[config.mk]
export PLATFORM = sky130hd
export DESIGN_NAME = tsaq_ram
export DESIGN_NICKNAME = d
export VERILOG_FILES = /design/src/sv/tsaq_ram.sv
export SDC_FILE = /design/constraint.sdc
export NUM_CORES = 1
export LEC_CHECK = 0
export BUFFER_PORTS_ARGS = -buffer_cell sky130_fd_sc_hd__buf_2
export CORE_MARGIN = 2
export CORE_UTILIZATION = 54
export CTS_CLUSTER_DIAMETER = 200
export DETAILED_ROUTE_END_ITERATION = 8
export GPL_ROUTABILITY_DRIVEN = 0
export GPL_TIMING_DRIVEN = 0
export MAX_ROUTING_LAYER = met4
export PLACE_DENSITY = 0.72
export SYNTH_ARGS = -nofsm -noshare
export SYNTH_HDL_FRONTEND = slang
export SYNTH_SLANG_ARGS = --single-unit
[constraint.sdc]
create_clock -name clk -period 3.24 [get_ports clk]
set_input_delay 0.162 -clock clk [delete_from_list [all_inputs] [get_ports clk]]
set_output_delay 0.162 -clock clk [all_outputs]
set_load 0.02 [all_outputs]
[src/sv/tsaq_ram.sv]
module tsaq_ram #(
    parameter int WIDTH = 8,
    parameter int DEPTH = 16
) (
    input  logic                      clk,
    input  logic                      we,
    input  logic [$clog2(DEPTH)-1:0]  waddr,
    input  logic [WIDTH-1:0]          wdata,
    input  logic                      re,
    input  logic [$clog2(DEPTH)-1:0]  raddr,
    output logic [WIDTH-1:0]          rdata
);

    logic [WIDTH-1:0] mem [DEPTH];

    always_ff @(posedge clk)
    begin
        if (we)
        begin
            mem[waddr] <= wdata;
        end
        if (re)
        begin
            rdata <= mem[raddr];
        end
    end

endmodule

==> reports/results.ini, run 1 <==
[outcome]
outcome=finished clean

[yosys]
yosys.cell_types.count=18
syn_nets=248
netlist_area_um2=5230
synth_area_per_cell_um2=22.8
synth_seq_area_share_pct=78.1
synth_warnings=0
syn_inst=229
synth_seq_cells=136

[timing]
finClkSkew_ns=0.00560
max_freq_ghz=0.565
rsz0062_at_grt=false
layout_min_cycle_time_ns=1.77
tns_ns=0
finalHoldViolations=0
tightestPinTransition_ns=1.40
slew_headroom_pct=6.06
drv_slew=0
setup_viol=0
fin_crit_sh_pct=54.6

[finish]
post-route-util_pct=64.9
finalNetCount=293
area_delta_synth_final_pct=15.9
fin_area_um2=6060
final_layout_size_suffix_gt1_share_pct=27.3
antenna_cells=0
layout_common_cells=edfxtp_1 (136), buf_2 (28), mux4_2 (18)
n_fill_cell=587
layout_commonest_cell=edfxtp_1

[worst_setup_path]
r2r_setup_slack_ns=1.67
arrival_ns=1.89
worst_path_max_delay_cell=nor3_1
cp_max_fo=8
critPathLaunchType=input port
critPathMaxStageDelay_ns=1.08
worst-setup-path-type=input port to register
crit_chain=buf_2, or3b_2, nor3_1
end_kind=register
worstPathRequired_ns=3.36

[routing]
dr.pass1.iters=4
wl_per_cell_um=23.0
vias_per_cell=5.87
ant_nets=0
drc_errors=0
first_iter_violations=241
drt-total-wl_mm=9.54
vias=2438

[cts]
cts.path.max_buffers=2
cts.sink_count=136
cts.root.buffer_cell=clkbuf_8
cts_setup_buffers=0
clock_latency_ns=0.52
cts_resized=0
path_clk_slew_ns=0.06
cts_tree=built
cts_buffers=17
htree_levels=4
hold_buffers=1

[floorplan]
initial_core_util_pct=56.0
die_x_um=102
die_area_um2=10500
core_area_um2=9330
pin_count=27
die_h_um=102
std_cell_rows=35

[global_route]
grt_pass1_wl_mm=14.5
grt_pass1_vias=2433
antenna_found_initial=0
grt_overflow=0
grt_max_degree=17
grt_use_total_pct=21.4

[run]
maxCapViolCount=0

[place]
io_buffers=25
dp_hpwl_mm=6.00
post_dp_cell_area_um2=5510

[power_and_ir_drop]
power_mw=3.92
p_per_area_nw_per_um2=647
p_leak_nw=2.01
peakVddDrop_uv=336

[min_path]
hold_class=input port to register

## worst max-delay path: cells and delay by family
kind,cells,cell delay (ns)
simple gates,2,1.61
buf+inv,1,0.11
## per-layer routing
metal | part of all wire, % | vias to the layer above | global-route usage [%]
met5 | 0 | - | -
met4 | 1.7 | 0 | 8.51
met3 | 8.8 | 15 | 6.77
met2 | 50 | 104 | 30.9
met1 | 39 | 1249 | 29.0
li1 | - | 1070 | -
## per-stage QoR
stage,hold WS (ns),instances,setup slack (ns)
floorplan,0.261,229,1.59
global placement,0.525,383,1.02
detailed placement,0.531,383,0.959
CTS,0.00985,415,1.52
global route,0.0233,415,1.44
finish,0.0355,415,1.47
## where the power goes
group	leakage (nW)	internal, mW	switching [mW]
combinational	0.522	0.0771	0.116
clock	0.251	1.07	0.658
sequential	1.24	1.98	0.00856
## area by class of cell
type                            count  area [um2]  share of cell area [%]
Sequential cell                   136        4080                    67.4
Tap cell                          129         161                    2.66
Clock inverter                     11         108                    1.78
Timing Repair Buffer               26         135                    2.23
Buffer                             10        86.3                    1.43
Multi-Input combinational cell     83        1060                    17.5
Clock buffer                       20         425                    7.02
## state kept, by name, summed over array words and instances (netlist names)
name,cells
mem,128
rdata,8
## cells by family (layout without fill, tap and decap cells)
group / Yosys count / count (layout) / share of synthesized area [%]
AOI/OAI and AO/OA: 16 / 16 / 2.30
and+or+nand+nor: 35 / 35 / 3.14
DFF: 136 / 136 / 78.1
buffers and inverters: 10 / 67 / 1.65
muxes: 32 / 32 / 14.8
## Yosys cell counts
master           count  area, um2
edfxtp_1           136       4080
nand3_1              1       5.00
nand2_1              9       33.8
buf_2                3       15.0
a22oi_1             16        120
buf_4                1       7.51
mux4_1              14        368
nand2b_1             2       12.5
and2b_1              1       7.51
or3b_2               1       8.76
nor2b_1              1       6.26
mux4_2              18        405
nor3_1               4       20.0
nand3b_1             2       15.0
nor2_1              13       48.8
buf_6                3       33.8
clkdlybuf4s25_2      3       30.0
and2_1               1       6.26
## path summary, 6_finish.rpt
kind | endpoint | depth (start not counted) | start
worst max-delay path | mem[0][2] | 3 | waddr[2]
worst min-delay path | mem[6][6] | 1 | wdata[6]
worst max register to register | rdata[0] | 3 | mem[2][0]
worst min register to register | rdata[4] | 3 | mem[8][4]
(Power assumes the default switching activity.)
==> inputs of run 2 (changes only) <==
- ABC_AREA: unset -> 1
- PLACE_DENSITY: 0.72 -> 0.74
- clock period: 3.24 -> 1.4 ns (I/O delays scaled with it)
==> reports/results.ini, run 2 <==
[finish]
largest_reg_flops=128  ; unchanged
antenna_cells=0  ; unchanged
layout_common_cells=nand2_1 (173), edfxtp_1 (136), inv_1 (100)
finalNetCount=621  ; +110%
fin_cells=750  ; +81%
regArea_um2=4080  ; unchanged
fin_area_um2=6800  ; +12%
layout_commonest_cell=nand2_1
regMostFlops=mem
reg_top3=mem x128, rdata x8
multiInputGateArea_um2=1210  ; +15%
area_delta_synth_final_pct=16.2
n_fill_cell=771  ; +31%
final_layout_size_suffix_gt1_share_pct=12.5  ; -15 points

[worst_setup_path]
worst-setup-path-type=register to register
arrival_ns=1.43  ; -0.46 ns
critPathLaunchType=register
critPathLaunch=mem[4][7]
cp_max_fo=1  ; -7
end_kind=register
reg2reg_depth=6  ; +3
crit_path_end=rdata[7]
rr_endpoint=rdata[7]
worstPathRequired_ns=1.67  ; -1.69 ns
timing.rr.start=mem[4][7]
r2r_setup_slack_ns=0.24  ; -1.43 ns

[floorplan]
core_area_um2=10400  ; +12%
std_cell_rows=37  ; +5.7%
initial_core_util_pct=56.1  ; +0.089 points
die_x_um=108  ; +5.5%
die_h_um=108  ; +5.5%
pin_count=27  ; unchanged
die_area_um2=11700  ; +11%

[power_and_ir_drop]
p_per_area_nw_per_um2=1400  ; +120%
peakVddDrop_uv=973  ; +190%
p_leak_nw=2.94  ; +46%
power_mw=9.52  ; +140%

[timing]
tightestPinTransition_ns=0.917  ; -0.482 ns
fin_crit_sh_pct=83.0
slew_headroom_pct=38.7  ; +33 points
setup_viol=0  ; unchanged
layout_min_cycle_time_ns=1.16
finalHoldViolations=0  ; unchanged
rsz0062_at_grt=false
finClkSkew_ns=0.00416  ; -0.00144 ns
timing.hold.ws_ns=0.0892  ; +0.0538 ns
drv_slew=0  ; unchanged
max_freq_ghz=0.860

[routing]
drt-total-wl_mm=13.4  ; +40%
wirelength_met1_mm=5.53  ; +48%
wl_per_cell_um=17.8  ; -23%
ant_nets=0  ; unchanged
dr.pass1.iters=5  ; +1
vias=3990  ; +64%
met2WireLength_mm=6.16  ; +29%
first_iter_violations=482  ; +100%
top_layer_used=met4
met3WireLength_mm=1.36  ; +63%
vias_per_cell=5.32  ; -9.4%
drc_errors=0  ; unchanged

[cts]
cts_buffers=17  ; unchanged
htree_levels=4  ; unchanged
cts.sink_count=136  ; unchanged
cts.root.buffer_cell=clkbuf_8
cts.path.max_buffers=2  ; unchanged
path_clk_slew_ns=0.06  ; about the same
cts_tree=built
clock_latency_ns=0.53  ; about the same

[yosys]
syn_nets=570  ; +130%
synth_seq_area_share_pct=69.8  ; -8.3 points
netlist_area_um2=5850  ; +12%
synth_seq_cells=136  ; unchanged
synth_warnings=0  ; unchanged
yosys-top-cells-area=edfxtp_1 (70%), nand2_1 (11%), nand3_1 (8.3%), inv_1 (6.4%), buf_6 (1.2%)
synth-async-reset-ratio_pct=0  ; unchanged
synth_top_area_share_pct=69.8  ; -8.3 points
synth-edff-count=136  ; unchanged
syn_inst=551  ; +140%
synthTopCellsByCount=nand2_1 (173), edfxtp_1 (136), inv_1 (100)
yosys.cell_types.count=11  ; -7
ys.flop_type=edfxtp_1
synth_area_per_cell_um2=10.6  ; -54%
synth_top_cell_by_area=edfxtp_1
yosysMostFrequentCell=nand2_1

[global_route]
antenna_found_initial=0  ; unchanged
grt_pass1_vias=3680  ; +51%
grt_overflow=0  ; unchanged
grt_max_degree=17  ; unchanged
grt_use_total_pct=25.7  ; +4.2 points
grt_pass1_wl_mm=20.5  ; +42%

[min_path]
hold_class=input port to register

[outcome]
outcome=finished clean

[place]
dp.cells=710  ; +85%
io_buffers=23  ; -8.0%
post_dp_cell_area_um2=6130  ; +11%
dp_hpwl_mm=8.60  ; +43%

[run]
maxCapViolCount=0  ; unchanged

## run 2: how the worst min path moves through the flow
stage | from | end | slack (ns) | cells past startpoint
final | raddr[2] | rdata[4] | 0.09 | 4
after global routing | raddr[2] | rdata[6] | 0.1 | 4
after CTS | wdata[0] | mem[11][0] | 0.001 | 1
after detailed placement | re | rdata[5] | 0.41 | 1
after global placement | re | rdata[4] | 0.40 | 1
after floorplan | wdata[0] | mem[0][0] | 0.17 | 0
## run 2: routing by layer
metal	track usage, %	vias up
met3	7.05	25
met1	35.5	1859
met5	-	-
li1	-	1885
met4	9.07	0
met2	37.1	221
## run 2: kinds of logic (layout without fill, tap and decap cells)
kind of cell	count (synthesis)	in the layout	share of synthesized area, %
AND/OR/NAND/NOR	289	289	20.8
flip-flops	136	136	69.8
buffers and inverters	126	189	9.39
## run 2: per-stage QoR
| stage | utilization [%] | setup TNS, ns | setup WS (ns) |
|---|---|---|---|
| 3_5_place_dp | 58.9 | -6.60 | -0.172 |
| 5_1_grt | 65.2 | 0 | 0.191 |
| 2_1_floorplan | - | 0 | 0.379 |
| 6_report | 65.2 | 0 | 0.238 |
| 4_1_cts | 65.1 | 0 | 0.250 |
| 3_3_place_gp | 58.9 | -4.07 | -0.152 |
## run 2: cell type report
class	instances	area share (%)
buffer	24	2.45
timing repair buffer	32	3.02
multi-input combinational	289	17.9
clock buffer	17	6.09
tap	136	2.50
inverter	102	5.63
sequential	136	60.1
clock inverter	14	2.34
## run 2: worst max-delay path, stage by stage (launching register included)
cell,delay [ns]
edfxtp_1,0.36
inv_1,0.06
nand2_1,0.05
nand3_1,0.12
nand3_1,0.09
nand3_1,0.13
nand2_1,0.10
## run 2: report_power, final
| group | switching, mW | internal [mW] |
|---|---|---|
| sequential | 0.0209 | 4.59 |
| clock | 1.60 | 2.68 |
| combinational | 0.438 | 0.188 |
| total | 2.06 | 7.45 |
## run 2: timing repair
item | 4_1_cts | 5_1_grt
hold buffers | 8 | 1
hold endpoints to repair | 112 | 10
setup buffers | 0 | 0
resized for setup | 0 | 0
setup endpoints to repair | 0 | 0
