**config.mk**
```make
export PLATFORM = sky130hd
export DESIGN_NAME = tsaq_divider
export DESIGN_NICKNAME = d
export VERILOG_FILES = /design/src/sv/tsaq_pkg.sv /design/src/sv/tsaq_divider.sv
export SDC_FILE = /design/constraint.sdc
export NUM_CORES = 1
export LEC_CHECK = 0
export BUFFER_PORTS_ARGS = -buffer_cell sky130_fd_sc_hd__clkbuf_2
export CAP_MARGIN = 10
export CORE_MARGIN = 4
export CORE_UTILIZATION = 62
export CTS_CLUSTER_DIAMETER = 60
export DETAILED_ROUTE_END_ITERATION = 8
export PLACE_DENSITY = 0.88
export SYNTH_ARGS = -nofsm -noshare
export SYNTH_HDL_FRONTEND = slang
export SYNTH_SLANG_ARGS = --single-unit
```
**constraint.sdc**
```tcl
create_clock -name clk -period 8.3 [get_ports clk]
set_input_delay 1.245 -clock clk [delete_from_list [all_inputs] [get_ports clk]]
set_output_delay 1.245 -clock clk [all_outputs]
set_load 0.01 [all_outputs]
```
**src/sv/tsaq_pkg.sv**
```systemverilog
package tsaq_pkg;

    localparam int QUEUE_DEPTH = 128;
    localparam int PTR_W = $clog2(QUEUE_DEPTH);
    localparam int AVG_COUNT = 3;
    localparam int COUNT_W = 2;
    localparam logic [COUNT_W-1:0] COUNT_LAST = COUNT_W'(AVG_COUNT - 1);

    localparam int AVG_SHIFT = 17;
    localparam int AVG_RECIP = (2 ** AVG_SHIFT + AVG_COUNT - 1) / AVG_COUNT;
    localparam int AVG_PROD_W = 34;

    localparam int RAW_W = 12;
    localparam int COORD_W = 16;
    localparam int STAMP_W = 16;
    localparam int PRESS_W = 10;
    localparam logic signed [COORD_W-1:0] RAW_OFFSET = 16'sd4000;
    localparam logic [PRESS_W-1:0] PRESSURE_DOWN = 10'd1000;
    localparam logic [PRESS_W-1:0] PRESSURE_UP = 10'd0;

    localparam logic REQ_SAMPLE = 1'b0;
    localparam logic REQ_READ = 1'b1;

    localparam int CFG_INDEX_W = 3;
    localparam int CFG_DATA_W = 12;
    localparam logic [CFG_INDEX_W-1:0] CFG_MAX_X = 3'd0;
    localparam logic [CFG_INDEX_W-1:0] CFG_MAX_Y = 3'd1;
    localparam logic [CFG_INDEX_W-1:0] CFG_MIN_X = 3'd2;
    localparam logic [CFG_INDEX_W-1:0] CFG_MIN_Y = 3'd3;
    localparam logic [CFG_INDEX_W-1:0] CFG_SCREEN_WIDTH = 3'd4;
    localparam logic [CFG_INDEX_W-1:0] CFG_SCREEN_HEIGHT = 3'd5;
    localparam logic [CFG_INDEX_W-1:0] CFG_CAL_ENABLE = 3'd6;
    localparam logic [CFG_INDEX_W-1:0] CFG_AXIS_REVERSE = 3'd7;

    localparam int PROD_W = 31;
    localparam int SPAN_W = 13;
    localparam int DIV_DVD_W = 28;
    localparam int DIV_DSR_W = 12;
    localparam int DIV_Q_W = 16;
    localparam int DIV_STEPS = DIV_DVD_W / 2;
    localparam int DIV_CNT_W = $clog2(DIV_STEPS);

    typedef struct packed {
        logic                req_type;
        logic                pen_down;
        logic [RAW_W-1:0]    raw_x;
        logic [RAW_W-1:0]    raw_y;
        logic [STAMP_W-1:0]  tick_stamp;
    } in_word_t;

    typedef struct packed {
        logic                       event_valid;
        logic [PRESS_W-1:0]         pressure;
        logic signed [COORD_W-1:0]  pos_x;
        logic signed [COORD_W-1:0]  pos_y;
        logic [STAMP_W-1:0]         stamp;
    } out_word_t;

    typedef struct packed {
        logic                       pen;
        logic signed [COORD_W-1:0]  x;
        logic signed [COORD_W-1:0]  y;
        logic [STAMP_W-1:0]         stamp;
    } ring_entry_t;

    typedef struct packed {
        logic                  start;
        logic [DIV_DVD_W-1:0]  dividend;
        logic [DIV_DSR_W-1:0]  divisor;
    } div_req_t;

    function automatic logic signed [COORD_W-1:0] div_by_avg(input logic signed [COORD_W-1:0] a);
        logic [COORD_W-1:0]    mag;
        logic [AVG_PROD_W-1:0] prod;
        logic [COORD_W-1:0]    q;
        mag = a[COORD_W-1] ? COORD_W'(-a) : COORD_W'(a);
        prod = AVG_PROD_W'(mag) * AVG_PROD_W'(AVG_RECIP);
        q = COORD_W'(prod >> AVG_SHIFT);
        return a[COORD_W-1] ? $signed(-q) : $signed(q);
    endfunction

endpackage

```
**src/sv/tsaq_divider.sv**
```systemverilog
module tsaq_divider import tsaq_pkg::*; (
    input  logic                clk,
    input  logic                rst_n,
    input  div_req_t            req,
    output logic                done,
    output logic [DIV_Q_W-1:0]  quotient
);

    logic                  busy_reg, busy_next;
    logic                  done_reg, done_next;
    logic [DIV_CNT_W-1:0]  count_reg, count_next;
    logic [DIV_DVD_W-1:0]  dvd_reg, dvd_next;
    logic [DIV_DSR_W-1:0]  dsr_reg, dsr_next;
    logic [DIV_DSR_W-1:0]  rem_reg, rem_next;
    logic [DIV_Q_W-1:0]    quo_reg, quo_next;

    logic [DIV_DSR_W:0]    trial1, trial2;
    logic [DIV_DSR_W-1:0]  rem1, rem2;
    logic                  ge1, ge2;

    always_comb
    begin
        trial1 = {rem_reg, dvd_reg[DIV_DVD_W-1]};
        ge1 = trial1 >= {1'b0, dsr_reg};
        rem1 = ge1 ? DIV_DSR_W'(trial1 - {1'b0, dsr_reg}) : DIV_DSR_W'(trial1);
        trial2 = {rem1, dvd_reg[DIV_DVD_W-2]};
        ge2 = trial2 >= {1'b0, dsr_reg};
        rem2 = ge2 ? DIV_DSR_W'(trial2 - {1'b0, dsr_reg}) : DIV_DSR_W'(trial2);

        busy_next = busy_reg;
        done_next = 1'b0;
        count_next = count_reg;
        dvd_next = dvd_reg;
        dsr_next = dsr_reg;
        rem_next = rem_reg;
        quo_next = quo_reg;

        if (req.start)
        begin
            busy_next = 1'b1;
            count_next = DIV_CNT_W'(DIV_STEPS - 1);
            dvd_next = req.dividend;
            dsr_next = req.divisor;
            rem_next = '0;
            quo_next = '0;
        end
        else if (busy_reg)
        begin
            dvd_next = {dvd_reg[DIV_DVD_W-3:0], 2'b00};
            rem_next = rem2;
            quo_next = {quo_reg[DIV_Q_W-3:0], ge1, ge2};
            count_next = count_reg - 1'b1;
            if (count_reg == '0)
            begin
                busy_next = 1'b0;
                done_next = 1'b1;
            end
        end
    end

    always_ff @(posedge clk or negedge rst_n)
    begin
        if (!rst_n)
        begin
            busy_reg <= 1'b0;
            done_reg <= 1'b0;
            count_reg <= '0;
        end
        else
        begin
            busy_reg <= busy_next;
            done_reg <= done_next;
            count_reg <= count_next;
        end
    end

    always_ff @(posedge clk)
    begin
        dvd_reg <= dvd_next;
        dsr_reg <= dsr_next;
        rem_reg <= rem_next;
        quo_reg <= quo_next;
    end

    assign done = done_reg;
    assign quotient = quo_reg;

endmodule
```
==> results.toml <==
[timing]
worst_slew_pin_slew_ns = 0.9878
setup_ws_ns = 2.919
setup_viol_count_final = 0
fin_skew_ns = 0.009274
fin_setup_tns_ns = 0
finalHoldViolations = 0
rsz0062_at_grt = "no"
final.period_utilization = 0.6483
drv_slew = 0
fin_crit_ns = 5.381
relSlewSlack = 0.3415
hold_ws_ns = 0.5101
fmax_ghz = 0.1858

[synthesis]
seq_area_frac_synth = 0.4633
synth_xor_area_frac = 0.03396
synth_simple_gate_area_frac = 0.1310
synth_compound_area_frac = 0.1128
synth_seq_cells = 74
syn_avg_cell_area_um2 = 10.89
async_flop_share = 0.08108
synth_warnings = 0
synth_fa_ha_area_frac = 0.08551
post_synth_main_area_contributors = "edfxtp_1 29%, dfxtp_1 14%, mux2_2 9.0%, ha_1 7.6%, mux2i_1 5.3%"
synth-main-ff-cell = "edfxtp_1"
yosys.area.top_type_share = 0.2911
netlist_area_um2 = 4126
synth_mux_area_frac = 0.1434
synth_top_family_by_area = "multiplexers"
yosysUniqueCellTypes = 51
synth_edf_count = 40
synth_nets = 449
yosysTopAreaCell = "edfxtp_1"
netlist_instances = 379

[grt]
antenna_found_initial = 0
grt_pass1_wl_um = 13930
grt_max_degree = 52
gr-total-overflow = 0
grt_pass1_vias = 3076
grt_usage = 0.2292

[layout]
largest_reg_flops = 28
stdcell_count = 519
nNetsFinal = 507
fillers = 438
multi_input_area_um2 = 2091
antenna-diode-count = 0
register_area_um2 = 1913
area_delta_synth_final_pct = 13.16
drive_gt1_frac = 0.2624

[clock_network]
clock-sinks = 74
postCtsHoldBufs = 0
clockRootBuffer = "clkbuf_8"
cts_tree = "yes"
clk_pin_slew_worst_paths_ns = 0.08
post_cts_buffers = 0
clkLatencyLatePin_ns = 0.35
numCtsBuffers = 9
clk_path_buf_depth = 2
post_cts_resized = 0
h-tree-depth = 3

[worst_setup_path]
path_class = "reg -> reg"
required_ns = 8.53
worstPathArrival_ns = 5.62
cp-end-kind = "flop"
worstRegToRegCells = 17
cp_max_fo = 17
startpoint_type = "flop"

[status]
outcome = "complete, no violations"

[routing]
drt_iter0_drc = 195
ant_nets = 0
drc_errors = 0
first_pass_iters = 4
drt-total-wl_um = 8439
post_drt_wl_per_cell_um = 16.26
vias_per_cell = 5.938
vias = 3082

[floorplan]
start_util = 0.6425
core_um2 = 6422
dieArea_um2 = 8025
rows = 29
ios = 60
die_y_um = 89.58
die_w_um = 89.58

[place]
dp_cells = 503
dpl_worst_slack_ns = 2.967
place_hpwl_um = 6263
io_buffers = 59
gp_congestion = 0.9901

[pwr]
peakVddDrop_v = 0.0001677
power.leakage_uw = 0.002111
total_power_uw = 1634
p_per_area_nw_per_um2 = 349.9

[worst_hold_path]
hold_path_depth = 2
hold_path.class = "reg -> reg"

[job]
maxCapViolations = 0
[Yosys cell counts, types with 2 or more instances]
master / count
dfrtp_1: 6
fa_1: 2
nor2_1: 51
a21oi_1: 12
xnor2_1: 13
o2111ai_1: 2
nor4_1: 2
nor2b_1: 3
mux2i_1: 22
buf_1: 8
or2_2: 2
a21o_1: 4
o21a_1: 4
inv_1: 18
edfxtp_1: 40
mux2_2: 33
a211oi_1: 14
nor3b_1: 2
or3_1: 2
and2_1: 3
ha_1: 25
dfxtp_1: 28
and3_1: 3
nor3_1: 9
xor2_1: 3
nand4_1: 3
nand3_1: 5
nand2_1: 15
o211ai_1: 2
clkbuf_1: 4
nand2b_1: 8
o21ai_0: 11
nor4b_1: 2
[cells by family after synthesis]
group,count (synthesis)
XOR/XNOR,16
AO/OA/AOI/OAI,63
multiplexers,55
buffers and inverters,31
adder cells (fa/ha/maj),27
flip-flops,74
AND/OR/NAND/NOR,113
[metal layers]
| metal | vias to the layer above | share of wire | GRT usage |
|---|---|---|---|
| li1 | 1507 | - | - |
| met1 | 1478 | 0.44 | 0.2982 |
| met5 | - | 0 | 0 |
| met4 | 0 | 0.019 | 0.09202 |
| met3 | 16 | 0.055 | 0.05109 |
| met2 | 81 | 0.49 | 0.3723 |
[layout by cell type, fill, tap and decap left out, drive strengths merged, types with 8 or more instances in the layout]
cell type	n
clkbuf	71
nor2	51
edfxtp	40
mux2	33
dfxtp	28
ha	25
mux2i	22
inv	20
nand2	15
a211oi	14
xnor2	13
a21oi	12
o21ai	11
nor3	9
nand2b	8
[layout make-up]
class / count / share of cell area
inverter: 18 / 0.01447
timing repair buffer: 60 / 0.06484
tap: 77 / 0.02063
clock buffer: 12 / 0.03564
sequential: 74 / 0.4097
clock inverter: 4 / 0.006967
multi-input combinational: 274 / 0.4478
[stage by stage]
stage | area [um2] | utilization
floorplan | 4126 | -
global placement | 4471 | 0.6961
detailed placement | 4471 | 0.6961
CTS | 4669 | 0.7271
global route | 4669 | 0.7271
finish | 4669 | 0.7271
[worst max-delay path, cell delays in order (launching register included)]
cell and delay, ns:
edfxtp_1 0.36, inv_1 0.17, ha_1 0.28, nor2b_4 0.14
o31a_4 0.29, o22a_1 0.20, a22oi_1 0.46, nand2_1 0.37
mux2_2 0.40, ha_1 0.35, o21ai_0 0.17, a21oi_1 0.10
o2111ai_1 0.27, nand3_1 0.12, and3_1 0.22, a311oi_4 0.87
nor3_1 0.12, a311o_2 0.38
[where the power goes]
part	leakage, uW	switching, uW	internal [uW]
combinational	0.00130	478	406
clock	0.000103	135	137
sequential	0.000713	34.2	443
[path summary, 6_finish.rpt]
kind | start | end | slack (ns)
max | dsr_reg[1] | rem_reg[2] | 2.92
min | quotient[15] | quotient[15] | 0.51
max reg2reg | dsr_reg[1] | rem_reg[2] | 2.92
min reg2reg | quotient[15] | quotient[15] | 0.51
max in group asynchronous | rst_n | busy_reg | 7.42
min in group asynchronous | rst_n | count_reg[0] | 0.71
Note: power is estimated with default switching activity, not from simulation.
